File: src/rtl/core/assert_macros.svh
// ---------------------------------------------------------------------------
// assert_macros.svh
// concurrent assertion helpers, empty when synthesized
// ---------------------------------------------------------------------------
`ifndef ASSERT_MACROS_SVH
`define ASSERT_MACROS_SVH

`ifndef SYNTHESIS

`define ASSERT_CLK(label, clk, rst, prop) \
   label: assert property (@(posedge clk) disable iff (rst) (prop)) \
      else $error("assertion failed");

`define ASSERT_NEVER(label, clk, rst, expr) \
   label: assert property (@(posedge clk) disable iff (rst) !(expr)) \
      else $error("forbidden condition seen");

`else

`define ASSERT_CLK(label, clk, rst, prop)

`define ASSERT_NEVER(label, clk, rst, expr)

`endif

`endif

File: src/rtl/core/ucn_pkg.sv
// ---------------------------------------------------------------------------
// ucn_pkg
// shared types, constants and code point functions of the normalizer
// ---------------------------------------------------------------------------
`timescale 1ns / 1ps

package ucn_pkg;

   localparam int CP_W          = 21;
   localparam int MAX_OUT_BYTES = 6;
   localparam int CNT_W         = $clog2(MAX_OUT_BYTES + 1);
   localparam int POS_W         = $clog2(MAX_OUT_BYTES);
   localparam int QUEUE_DEPTH   = 4;
   localparam int QPTR_W        = $clog2(QUEUE_DEPTH);
   localparam int QCNT_W        = $clog2(QUEUE_DEPTH + 1);

   localparam logic [CP_W-1:0] REPLACEMENT_CP = 21'h00FFFD;
   localparam logic [CP_W-1:0] FW_FIRST       = 21'h00FF01;
   localparam logic [CP_W-1:0] FW_LAST        = 21'h00FF5E;
   localparam logic [CP_W-1:0] ASCII_BANG     = 21'h000021;
   localparam logic [CP_W-1:0] ASCII_UPPER_A  = 21'h000041;
   localparam logic [CP_W-1:0] ASCII_LOWER_A  = 21'h000061;
   localparam logic [CP_W-1:0] BOLD_UPPER     = 21'h01D400;
   localparam logic [CP_W-1:0] BOLD_LOWER     = 21'h01D41A;
   localparam logic [CP_W-1:0] BOLD_END       = 21'h01D434;
   localparam logic [CP_W-1:0] CP_LIMIT       = 21'h110000;
   localparam logic [CP_W-1:0] ZW_FIRST       = 21'h00200B;
   localparam logic [CP_W-1:0] ZW_LAST        = 21'h00200F;
   localparam logic [CP_W-1:0] ZW_BOM         = 21'h00FEFF;
   localparam logic [CP_W-1:0] SOFT_HYPHEN    = 21'h0000AD;
   localparam logic [CP_W-1:0] INVIS_FIRST    = 21'h002060;
   localparam logic [CP_W-1:0] INVIS_LAST     = 21'h002064;
   localparam logic [CP_W-1:0] ONE_BYTE_END   = 21'h000080;
   localparam logic [CP_W-1:0] TWO_BYTE_END   = 21'h000800;
   localparam logic [CP_W-1:0] THREE_BYTE_END = 21'h010000;

   typedef struct packed {
      logic [CP_W-1:0] cp_a;
      logic            v_a;
      logic [CP_W-1:0] cp_b;
      logic            v_b;
   } ucn_entry_type;

   typedef struct packed {
      logic [3:0][7:0] bytes;
      logic [2:0]      count;
   } ucn_enc_type;

   function automatic logic is_invisible(input logic [CP_W-1:0] cp);
      return (cp >= ZW_FIRST && cp <= ZW_LAST) || cp == ZW_BOM ||
             cp == SOFT_HYPHEN || (cp >= INVIS_FIRST && cp <= INVIS_LAST);
   endfunction

   // cyrillic and greek look-alikes
   function automatic logic [CP_W-1:0] lookalike(input logic [CP_W-1:0] cp);
      logic [CP_W-1:0] r;
      case (cp)
         21'h000410: r = 21'h41;
         21'h000412: r = 21'h42;
         21'h000415: r = 21'h45;
         21'h00041A: r = 21'h4B;
         21'h00041C: r = 21'h4D;
         21'h00041D: r = 21'h48;
         21'h00041E: r = 21'h4F;
         21'h000420: r = 21'h50;
         21'h000421: r = 21'h43;
         21'h000422: r = 21'h54;
         21'h000423: r = 21'h59;
         21'h000425: r = 21'h58;
         21'h000430: r = 21'h61;
         21'h000435: r = 21'h65;
         21'h00043E: r = 21'h6F;
         21'h000440: r = 21'h70;
         21'h000441: r = 21'h63;
         21'h000443: r = 21'h79;
         21'h000445: r = 21'h78;
         21'h000391: r = 21'h41;
         21'h000392: r = 21'h42;
         21'h000395: r = 21'h45;
         21'h000397: r = 21'h48;
         21'h000399: r = 21'h49;
         21'h00039A: r = 21'h4B;
         21'h00039C: r = 21'h4D;
         21'h00039D: r = 21'h4E;
         21'h00039F: r = 21'h4F;
         21'h0003A1: r = 21'h50;
         21'h0003A4: r = 21'h54;
         21'h0003A5: r = 21'h59;
         21'h0003A7: r = 21'h58;
         21'h0003B1: r = 21'h61;
         21'h0003BF: r = 21'h6F;
         default:    r = cp;
      endcase
      return r;
   endfunction

   function automatic logic [CP_W-1:0] fold_cp(input logic [CP_W-1:0] cp);
      logic [CP_W-1:0] r;
      if (cp >= FW_FIRST && cp <= FW_LAST) begin
         r = cp - FW_FIRST + ASCII_BANG;
      end else if (cp >= BOLD_UPPER && cp < BOLD_LOWER) begin
         r = cp - BOLD_UPPER + ASCII_UPPER_A;
      end else if (cp >= BOLD_LOWER && cp < BOLD_END) begin
         r = cp - BOLD_LOWER + ASCII_LOWER_A;
      end else begin
         r = lookalike(cp);
      end
      return r;
   endfunction

   // drop, fold and re-encode one code point
   function automatic ucn_enc_type encode_cp(input logic [CP_W-1:0] cp_raw);
      ucn_enc_type     e;
      logic [CP_W-1:0] cp;
      e.bytes = '0;
      e.count = 3'd0;
      cp      = fold_cp(cp_raw);
      if (!is_invisible(cp_raw)) begin
         if (cp < ONE_BYTE_END) begin
            e.bytes[0] = cp[7:0];
            e.count    = 3'd1;
         end else if (cp < TWO_BYTE_END) begin
            e.bytes[0] = {3'b110, cp[10:6]};
            e.bytes[1] = {2'b10, cp[5:0]};
            e.count    = 3'd2;
         end else if (cp < THREE_BYTE_END) begin
            e.bytes[0] = {4'b1110, cp[15:12]};
            e.bytes[1] = {2'b10, cp[11:6]};
            e.bytes[2] = {2'b10, cp[5:0]};
            e.count    = 3'd3;
         end else if (cp < CP_LIMIT) begin
            e.bytes[0] = {5'b11110, cp[20:18]};
            e.bytes[1] = {2'b10, cp[17:12]};
            e.bytes[2] = {2'b10, cp[11:6]};
            e.bytes[3] = {2'b10, cp[5:0]};
            e.count    = 3'd4;
         end
      end
      return e;
   endfunction

endpackage

File: src/rtl/core/utf8_confusable_normalizer.sv
// ---------------------------------------------------------------------------
// utf8_confusable_normalizer
// streaming utf-8 normalizer: drops zero-width characters, folds look-alike
// letters and fullwidth forms to ascii, replaces stray bytes and broken or cut-off sequences with U+FFFD
// ---------------------------------------------------------------------------
// A raw byte can be transferred in every cycle in which full is low. The
// decoder turns each byte into zero, one or two code points in the cycle it
// is taken and writes them to a four-entry queue; the encoder pulls one entry
// per cycle while its output register is empty or taking out its final byte,
// re-encodes it and hands out its bytes one per transfer, so the first result
// byte of an input byte passes through the queue and the output register.
// An input byte causes zero to six result bytes, run_last marking its final
// one. Sustained rate is set by the encoder's output register: one input byte
// per cycle while each causes at most one result byte and pop stays high;
// otherwise the entry's bytes go out first; a zero-width entry still loads.
`timescale 1ns / 1ps

`include "assert_macros.svh"

module utf8_confusable_normalizer (
   input  logic       clock,
   input  logic       reset,
   input  logic       push,
   output logic       full,
   input  logic [7:0] req_in_byte,
   input  logic       req_end_of_text,
   output logic       empty,
   input  logic       pop,
   output logic [7:0] rsp_out_byte,
   output logic       rsp_run_last
);
   import ucn_pkg::*;

   logic          accept;
   logic          ent_valid;
   ucn_entry_type ent;
   ucn_entry_type q_head;
   logic          q_full;
   logic          q_empty;
   logic          q_pop;

   assign full   = q_full;
   assign accept = push && !q_full;

   ucn_front u_front (
      .clock       (clock),
      .reset       (reset),
      .accept      (accept),
      .in_byte     (req_in_byte),
      .end_of_text (req_end_of_text),
      .entry_valid (ent_valid),
      .entry       (ent)
   );

   ucn_queue u_queue (
      .clock (clock),
      .reset (reset),
      .push  (ent_valid),
      .din   (ent),
      .pop   (q_pop),
      .dout  (q_head),
      .full  (q_full),
      .empty (q_empty)
   );

   ucn_back u_back (
      .clock     (clock),
      .reset     (reset),
      .q_entry   (q_head),
      .q_empty   (q_empty),
      .q_pop     (q_pop),
      .out_empty (empty),
      .out_pop   (pop),
      .out_byte  (rsp_out_byte),
      .run_last  (rsp_run_last)
   );

   `ASSERT_NEVER(a_pop_from_empty_queue, clock, reset, q_pop && q_empty)
   `ASSERT_CLK(a_empty_after_reset, clock, 1'b0, reset |=> empty)
   `ASSERT_NEVER(a_entry_without_code_point, clock, reset, ent_valid && !ent.v_a)

endmodule

File: src/rtl/core/ucn_front.sv
// ---------------------------------------------------------------------------
// ucn_front
// utf-8 decoder: gathers sequences, yields up to two code points per byte
// ---------------------------------------------------------------------------
`timescale 1ns / 1ps

module ucn_front (
   input  logic                  clock,
   input  logic                  reset,
   input  logic                  accept,
   input  logic [7:0]            in_byte,
   input  logic                  end_of_text,
   output logic                  entry_valid,
   output ucn_pkg::ucn_entry_type entry
);
   import ucn_pkg::*;

   logic [CP_W-1:0] pcp_ff, pcp_in;
   logic [1:0]      due_ff, due_in;
   logic            brk;
   logic            lead_emit;
   logic [CP_W-1:0] lead_cp;

   always_comb begin
      pcp_in    = pcp_ff;
      due_in    = due_ff;
      entry     = '0;
      brk       = 1'b0;
      lead_emit = 1'b0;
      lead_cp   = REPLACEMENT_CP;
      if (due_ff != 2'd0 && in_byte[7:6] == 2'b10) begin
         pcp_in = {pcp_ff[CP_W-7:0], in_byte[5:0]};
         due_in = due_ff - 2'd1;
         if (due_in == 2'd0) begin
            entry.cp_a = pcp_in;
            entry.v_a  = 1'b1;
         end
      end else begin
         brk    = (due_ff != 2'd0);
         due_in = 2'd0;
         if (!in_byte[7]) begin
            lead_emit = 1'b1;
            lead_cp   = {13'd0, in_byte};
         end else if (in_byte[7:5] == 3'b110) begin
            pcp_in = {16'd0, in_byte[4:0]};
            due_in = 2'd1;
         end else if (in_byte[7:4] == 4'b1110) begin
            pcp_in = {17'd0, in_byte[3:0]};
            due_in = 2'd2;
         end else if (in_byte[7:3] == 5'b11110) begin
            pcp_in = {18'd0, in_byte[2:0]};
            due_in = 2'd3;
         end else begin
            lead_emit = 1'b1;
         end
         if (brk) begin
            entry.cp_a = REPLACEMENT_CP;
            entry.v_a  = 1'b1;
            entry.cp_b = lead_cp;
            entry.v_b  = lead_emit;
         end else begin
            entry.cp_a = lead_cp;
            entry.v_a  = lead_emit;
         end
      end
      // cut-off sequence at end of text
      if (end_of_text && due_in != 2'd0) begin
         due_in = 2'd0;
         if (entry.v_a) begin
            entry.cp_b = REPLACEMENT_CP;
            entry.v_b  = 1'b1;
         end else begin
            entry.cp_a = REPLACEMENT_CP;
            entry.v_a  = 1'b1;
         end
      end
   end

   assign entry_valid = accept && (entry.v_a || entry.v_b);

   always_ff @(posedge clock) begin
      if (reset) begin
         pcp_ff <= '0;
         due_ff <= 2'd0;
      end else if (accept) begin
         pcp_ff <= pcp_in;
         due_ff <= due_in;
      end
   end

endmodule

File: src/rtl/core/ucn_queue.sv
// ---------------------------------------------------------------------------
// ucn_queue
// short first-in first-out queue of decoded entries
// ---------------------------------------------------------------------------
`timescale 1ns / 1ps

module ucn_queue (
   input  logic                   clock,
   input  logic                   reset,
   input  logic                   push,
   input  ucn_pkg::ucn_entry_type din,
   input  logic                   pop,
   output ucn_pkg::ucn_entry_type dout,
   output logic                   full,
   output logic                   empty
);
   import ucn_pkg::*;

   ucn_entry_type           mem_ff [QUEUE_DEPTH];
   logic [QPTR_W-1:0]       wr_ff, wr_in;
   logic [QPTR_W-1:0]       rd_ff, rd_in;
   logic [QCNT_W-1:0]       cnt_ff, cnt_in;
   logic                    do_push, do_pop;

   assign full    = (cnt_ff == QCNT_W'(QUEUE_DEPTH));
   assign empty   = (cnt_ff == '0);
   assign do_push = push && !full;
   assign do_pop  = pop && !empty;
   assign dout    = mem_ff[rd_ff];

   always_comb begin
      wr_in  = do_push ? wr_ff + 1'b1 : wr_ff;
      rd_in  = do_pop ? rd_ff + 1'b1 : rd_ff;
      cnt_in = cnt_ff;
      if (do_push && !do_pop) begin
         cnt_in = cnt_ff + 1'b1;
      end else if (do_pop && !do_push) begin
         cnt_in = cnt_ff - 1'b1;
      end
   end

   always_ff @(posedge clock) begin
      if (reset) begin
         wr_ff  <= '0;
         rd_ff  <= '0;
         cnt_ff <= '0;
      end else begin
         wr_ff  <= wr_in;
         rd_ff  <= rd_in;
         cnt_ff <= cnt_in;
      end
   end

   always_ff @(posedge clock) begin
      if (do_push) begin
         mem_ff[wr_ff] <= din;
      end
   end

endmodule

File: src/rtl/core/ucn_back.sv
// ---------------------------------------------------------------------------
// ucn_back
// folds and re-encodes code points, sends result bytes one per transfer
// ---------------------------------------------------------------------------
`timescale 1ns / 1ps

module ucn_back (
   input  logic                   clock,
   input  logic                   reset,
   input  ucn_pkg::ucn_entry_type q_entry,
   input  logic                   q_empty,
   output logic                   q_pop,
   output logic                   out_empty,
   input  logic                   out_pop,
   output logic [7:0]             out_byte,
   output logic                   run_last
);
   import ucn_pkg::*;

   ucn_enc_type                      enc_a, enc_b;
   logic [2:0]                       ka, kb;
   logic [MAX_OUT_BYTES-1:0][7:0]    merged;
   logic [2:0]                       j;
   logic [CNT_W-1:0]                 total;
   logic [MAX_OUT_BYTES-1:0][7:0]    buf_ff, buf_in;
   logic [CNT_W-1:0]                 cnt_ff, cnt_in;
   logic [POS_W-1:0]                 pos_ff, pos_in;
   logic                             last;
   logic                             take;

   always_comb begin
      enc_a  = encode_cp(q_entry.cp_a);
      enc_b  = encode_cp(q_entry.cp_b);
      ka     = q_entry.v_a ? enc_a.count : 3'd0;
      kb     = q_entry.v_b ? enc_b.count : 3'd0;
      total  = CNT_W'(ka + kb);
      merged = '0;
      j      = '0;
      for (int i = 0; i < MAX_OUT_BYTES; i++) begin
         j = 3'(i) - ka;
         if (3'(i) < ka) begin
            merged[i] = enc_a.bytes[2'(i)];
         end else if (j < kb) begin
            merged[i] = enc_b.bytes[j[1:0]];
         end
      end
   end

   assign out_empty = (cnt_ff == '0);
   assign last      = (CNT_W'(pos_ff) == cnt_ff - 1'b1);
   assign take      = !out_empty && out_pop;
   assign q_pop     = !q_empty && (out_empty || (take && last));
   assign out_byte  = buf_ff[pos_ff];
   assign run_last  = last;

   always_comb begin
      buf_in = buf_ff;
      cnt_in = cnt_ff;
      pos_in = pos_ff;
      if (q_pop) begin
         buf_in = merged;
         cnt_in = total;
         pos_in = '0;
      end else if (take && last) begin
         cnt_in = '0;
         pos_in = '0;
      end else if (take) begin
         pos_in = pos_ff + 1'b1;
      end
   end

   always_ff @(posedge clock) begin
      if (reset) begin
         cnt_ff <= '0;
         pos_ff <= '0;
      end else begin
         cnt_ff <= cnt_in;
         pos_ff <= pos_in;
      end
   end

   always_ff @(posedge clock) begin
      buf_ff <= buf_in;
   end

endmodule

File: config.mk
export PLATFORM = sky130hd
export DESIGN_NAME = utf8_confusable_normalizer
export DESIGN_NICKNAME = d
export VERILOG_FILES = /design/src/rtl/core/ucn_pkg.sv /design/src/rtl/core/utf8_confusable_normalizer.sv /design/src/rtl/core/ucn_front.sv /design/src/rtl/core/ucn_queue.sv /design/src/rtl/core/ucn_back.sv
export VERILOG_INCLUDE_DIRS = /design/src /design/src/rtl/core
export SDC_FILE = /design/constraint.sdc
export NUM_CORES = 1
export LEC_CHECK = 0
export BUFFER_PORTS_ARGS = -buffer_cell sky130_fd_sc_hd__buf_2
export CAP_MARGIN = 40
export CORE_MARGIN = 2
export CORE_UTILIZATION = 30
export DETAILED_ROUTE_END_ITERATION = 6
export HOLD_SLACK_MARGIN = 0.15
export PLACE_DENSITY_LB_ADDON = 0.08
export SLEW_MARGIN = 25
export SYNTH_ARGS = -nofsm -noshare
export SYNTH_HDL_FRONTEND = slang
export SYNTH_HIERARCHICAL = 1
export SYNTH_SLANG_ARGS = --single-unit
File: constraint.sdc
create_clock -name clock -period 6.5 [get_ports clock]
set_input_delay 0.975 -clock clock [delete_from_list [all_inputs] [get_ports clock]]
set_output_delay 0.975 -clock clock [all_outputs]
set_load 0.02 [all_outputs]
# After elaboration in Yosys (flattened, before gate mapping)
# Memory sizes are Yosys's and may differ from the RTL's. A register that Yosys moved wholly into a read port is not among the register bits.
# Index checks and enable logic that the tools add are counted.
# Widths: inputs -> output; s select.
[classes] muxes=86 eq_ne=78 n_addsub=26 n_reduce_logical=71 n_lt_le_gt_ge=47
[op_table] op="$pmux 21 s21" count=2
[op_table] op="$eq 21x11->1 const B" count=38
[op_table] op="$eq 21x10->1 const B" count=30
[op_table] op="$mux 35" count=7
[op_table] op="$mux 8" count=21
[op_table] op="$mux 22" count=6
[op_table] op="$lt 21x17->1 const B" count=6
[op_table] op="$mux 21" count=6
[op_table] op="$bmux 8 s2" count=6
[op_table] op="$add 21x7->21 const B" count=4
[op_table] op="$ge 21x14->1 const B" count=4
[op_table] op="$ge 21x17->1 const B" count=4
[op_table] op="$le 21x14->1 const B" count=4
[op_table] op="$sub 21x17->21 const B" count=4
[op_table] op="$mux 15" count=5
[op_table] op="$mux 19" count=3
[op_table] op="$mux 27" count=2
[op_table] op="$reduce_or 2->1" count=26
[op_table] op="$mux 44" count=1
[op_table] op="$add 21x6->21 const B" count=2
[op_table] op="$eq 21x16->1 const B" count=2
[op_table] op="$eq 21x8->1 const B" count=2
[op_table] op="$ge 21x16->1 const B" count=2
[op_table] op="$le 21x16->1 const B" count=2
[op_table] op="other kinds (40)" count=119
[totals] out_inout_bits=11 mem_count=1 regBits=78 elab_cells=322 input_bits=13 mem_bits_rw=176
[memory_table] name="u_queue.mem_ff" words=4 word_bits=44 rd=1 rd_ports_with_merged_regs=1 wr=1 line_no="ucn_queue.sv:19" source="ucn_entry_type mem_ff [QUEUE_DEPTH];"

# Longest topological paths before layout
[depth] word_depth=22 depth_mapped=26

# Modules after synthesis
# The synthesis kept the hierarchy.
[modules_own_cells] module="ucn_back" instances=1 seq_area_each_um2=1561.5 cells_each=1175 area_per_inst_um2=8964.8
[modules_own_cells] module="ucn_queue" instances=1 seq_area_each_um2=5465.2 cells_each=278 area_per_inst_um2=6862.8
[modules_own_cells] module="ucn_front" instances=1 seq_area_each_um2=340.3 cells_each=184 area_per_inst_um2=1341.3
[modules_own_cells] module="utf8_confusable_normalizer" instances=1 seq_area_each_um2=0.0 cells_each=1 area_per_inst_um2=13.8

# Least setup slack after synthesis
# Ideal clock, no wire load.
[synth_path] kind="reg2reg" startpoint="reg u_back.pos_ff[0]" endpoint="reg u_queue.cnt_ff[2]" setup_slack_ns=0.668 path_buffers=1 arrival_ns=5.762 stages_incl_launch_ff=13 required_ns=6.430 period_less_slack_ns=5.832 cell_sequence="dfxtp_1 -> clkbuf_1 -> xnor2_1 -> nor3_1 -> nand3_1 -> a21oi_1 -> o31ai_2 -> ha_1 -> inv_1 -> fa_1 -> xor2_1 -> or3_1 -> a21oi_1"
[synth_via] elab_chain_cells=8 elab_cells_between_ends=10 cone_classes="1 x eq/ne; 1 x mux; 8 x reduce/logical"
[synth_rtl] item="from (decl)" line_no="ucn_back.sv:27" source="logic [POS_W-1:0] pos_ff, pos_in;"
[synth_rtl] item="from (signal assigned)" line_no="ucn_back.sv:78" source="pos_ff <= pos_in;"
[synth_rtl] item="$eq 3x3->1 *" line_no="ucn_back.sv:50" source="assign last = (CNT_W'(pos_ff) == cnt_ff - 1'b1);"
[synth_rtl] item="via rsp_run_last" line_no="utf8_confusable_normalizer.sv:30" source="output logic rsp_run_last"
[synth_rtl] item="$logic_and 1x1->1 *" line_no="ucn_back.sv:52" source="assign q_pop = !q_empty && (out_empty || (take && last));"
[synth_rtl] item="$logic_or 1x1->1 *" line_no="ucn_back.sv:52"
[synth_rtl] item="$logic_and 1x1->1 *" line_no="ucn_back.sv:52"
[synth_rtl] item="via q_pop" line_no="utf8_confusable_normalizer.sv:40" source="logic q_pop;"
[synth_rtl] item="$logic_and 1x1->1 *" line_no="ucn_queue.sv:28" source="assign do_pop = pop && !empty;"
[synth_rtl] item="$logic_not 1->1" line_no="ucn_queue.sv:35" source="if (do_push && !do_pop) begin"
[synth_rtl] item="$logic_and 1x1->1" line_no="ucn_queue.sv:35"
[synth_rtl] item="$mux 3 or $reduce_bool 2->1 (tied branches)"
[synth_rtl] item="to (signal assigned)" line_no="ucn_queue.sv:50" source="cnt_ff <= cnt_in;"
[synth_rtl] item="to (decl)" line_no="ucn_queue.sv:22" source="logic [QCNT_W-1:0] cnt_ff, cnt_in;"
# The timed path passes the listed nets; every way through them passes the cells marked *.
# A chain may end at the register's enable or synchronous reset.

==> metrics.txt <==
outcome finished, final reports clean; layout overhead on the synthesized area 11.6%; multiplexer area fraction after synthesis 9.23%; highest clock rate 170 MHz; Die W 243 um; Pint 0.00456 W; ys async rst share 0%; max cap viols 0; mean routed wirelength per cell 23.6 um; Synth Warn # 6; die area ~60,000 um2; WP data required between 6 and 7 ns; Setup crit end kind register; GP Congestion between 0.9 and 1; Compound-Gate Fraction of Synth Area around 17%; Rows 87; NumNets Final 1,700; worst-path fanout max 22; area of the core 56,500 um2; Syn Inst Count 1,638; Routed WL about 57,000 um; Bufs on Longest Clock Path 3; Detailed Place HPWL approximately 42,000 um; Worst-Skew Late Latency 0.60 ns; CP startpoint kind register; Simple-Gate Fraction of Synth Area 21.0%; largest family of logic cells by synthesized area simple AND/OR/NAND/NOR gates; Max-slew headroom 44.9%; Clock power frac 21.7%; hold slack 0.449 ns; Port Buffers 23; Seq/Total Area, Yosys a little over two fifths; DRT Pass-1 Iters 6; hold path depth 2; ys flop type edfxtp_1; CTS tree yes; layout cells sized above 1 16.9%; cell area after synthesis 17,200 um2; H-tree Lvls 1; clk slew on worst S/H paths 0.06 ns; post-synthesis adder-cell area fraction 3.73%; antenna viol nets, final 0; FF-to-FF path depth 14; first-pass GRT wire length 88,300 um; Seq cells post-synth around 260; cell area power density 420 nW/um2; All-Layer GR Usage between 10% and 20%; mean area per synthesized cell around 10 um2; Starting Density roughly 30%; cts bufs inserted 30; terminus of the critical flop-to-flop path u_back/buf_ff[11]; switching pwr 0.00348 W; R2R setup slack 0.61 ns; Sequential Area between 7000 and 8000 um2; # IOs 24; die height 243 um; min cycle time layout around 5.9 ns; largest net degree at the start of global routing 54; share of power burned in registers 29.2%; drt drc 0; initial drt markers 1,187; global route overflow 0; number of synthesized flops with an enable pin 224; hold_buf cts 0; Worst EP arrival 6.27 ns; Worst-Margin Slew 0.817 ns; count of final hold-check violations 0; combinational power share between 40% and 50%; Setup TNS 0 ns; unique cell type count in the Yosys netlist about 120; root buffer cell clkbuf_16; final period utilization between 90% and 100%; kind of critical path reg -> reg; leak pwr 6.27 nW; Sw Ratio 43.3%; fillers 5,745; Slew Limit Fails 0; clock tree sinks about 260; initial antenna violation count 1; hold path startpoint u_front/pcp_ff[13]; endpoints failing setup 0; DR vias 14.0k; Worst Hold Class reg -> reg; clock skew 0.0338 ns; area occupied by multi-input gates ~9000 um2; Via-to-Cell Ratio 5.81; # diodes 0; Hold EP u_front/pcp_ff[13]; peak supply drop 0.203 mV; vias in the first global route roughly 14k; unrepaired setup endpoints after global routing false; XOR/XNOR share of the synthesized area 1.12%
==> metal layers <==
layer	share of wire [%]	wire, um	vias up	track usage (%)
met5	0	0	-	0
met4	3.5	1990	0	6.32
met3	5.0	2850	105	2.43
met2	46	26300	484	30.7
met1	45	26000	7005	26.4
li1	-	-	6428	-
==> repair_timing <==
item | CTS | global route
setup buffers | 0 | 1
endpoints found under the hold margin | 0 | 0
endpoints found under the setup margin | 0 | 13
resized for setup | 0 | 2
==> worst max path at each step <==
| stage | slack, ns | end | startpoint |
|---|---|---|---|
| after floorplan | 0.67 | u_queue/cnt_ff[2] | u_back/pos_ff[0] |
| after global placement | 0.46 | u_back/buf_ff[11] | register |
| after detailed placement | 0.39 | u_back/buf_ff[11] | register |
| after CTS | 0.30 | u_back/buf_ff[11] | register |
| after global routing | 0.17 | u_back/buf_ff[35] | register |
| final | 0.61 | u_back/buf_ff[11] | register |
==> power by group through the flow <==
stage / sequential (W) / combinational (W) / clock (W)
4_1_cts: 0.00237 / 0.00389 / 0.00180
5_1_grt: 0.00238 / 0.00431 / 0.00186
6_report: 0.00235 / 0.00395 / 0.00174
3_3_place_gp: 0.00241 / 0.00393 / 0
3_5_place_dp: 0.00241 / 0.00387 / 0
2_1_floorplan: 0.00234 / 0.00276 / 0
==> through the flow <==
stage | utilization, % | total power, W | worst slack, ns | cells | cell area (um2)
2_1_floorplan | - | 0.00509 | 0.668 | 1642 | 17200
3_3_place_gp | 31.9 | 0.00633 | 0.460 | 2353 | 18000
3_5_place_dp | 32.0 | 0.00628 | 0.391 | 2357 | 18100
4_1_cts | 33.8 | 0.00806 | 0.301 | 2411 | 19100
5_1_grt | 33.9 | 0.00855 | 0.168 | 2415 | 19200
6_report | 33.9 | 0.00804 | 0.614 | 2415 | 19200
==> kinds of logic after synthesis <==
| group | count (synthesis) |
|---|---|
| muxes | 92 |
| xor gates and xnor gates | 22 |
| other | 1 |
| and+or+nand+nor | 646 |
| AOI/OAI and AO/OA | 400 |
| adders and majority gates | 50 |
| DFF | 256 |
| buffers and inverters | 171 |
==> final cells by class <==
class                      instances  share of cell area [%]
sequential                       256                    38.4
clock buffer                      36                    4.03
tap                              756                    4.93
inverter                          50                   0.992
clock inverter                    18                    1.28
multi-input combinational       1215                    46.9
timing repair buffer              84                    3.41
==> cell usage after synthesis, drive strengths merged, types with 16 or more instances <==
cell | count | share of area (%)
a211oi | 27 | 1.3
a21o | 16 | 0.71
a21oi | 78 | 2.3
a22oi | 20 | 0.87
a31oi | 22 | 0.87
a32oi | 16 | 0.82
and2 | 24 | 0.87
and3 | 18 | 0.66
buf | 71 | 2.9
clkbuf | 50 | 1.1
dfxtp | 32 | 3.7
edfxtp | 224 | 39
ha | 48 | 3.5
inv | 49 | 1.1
mux2i | 29 | 1.7
mux4 | 52 | 6.8
nand2 | 133 | 3.0
nand2b | 21 | 0.76
nand3 | 69 | 2.0
nand4 | 34 | 1.2
nor2 | 132 | 3.0
nor2b | 18 | 0.70
nor3 | 56 | 1.7
nor4 | 29 | 1.7
o21ai | 59 | 1.8
o22ai | 29 | 1.1
or3 | 26 | 0.98
==> cell usage in the layout (no fill, tap or decap), types with 30 or more instances in the layout <==
cell type,synthesis,layout
a21oi_1,76,75
buf_4,17,54
clkbuf_16,0,30
dfxtp_1,32,30
edfxtp_1,224,224
ha_1,48,47
inv_1,47,47
mux4_2,52,52
nand2_1,124,124
nand3_1,69,69
nand4_1,34,34
nor2_1,127,127
nor3_1,54,54
o21ai_0,48,48
==> critical path, stage by stage, from the launching register on <==
cell and delay, ns:
dfxtp_4 0.54, buf_4 0.35, mux4_2 0.79, and4b_1 0.32, o2111ai_1 0.49, nor3_1 0.20, or4_1 0.62, nor4_4 0.37
a211oi_2 0.20, nand3b_1 0.36, ha_1 0.38, a21o_1 0.19, a211o_1 0.46, nand2b_1 0.23, o221ai_1 0.19
==> state kept, by name (all words and copies together), names as in the netlist, named ones only <==
register and count:
u_queue/mem_ff 176, u_back/buf_ff 48, u_front/pcp_ff 15, u_back/cnt_ff 3, u_back/pos_ff 3, u_queue/cnt_ff 3
u_front/due_ff 2, u_queue/rd_ff 2, u_queue/wr_ff 2
No activity file was read; power rests on OpenSTA's default activity.
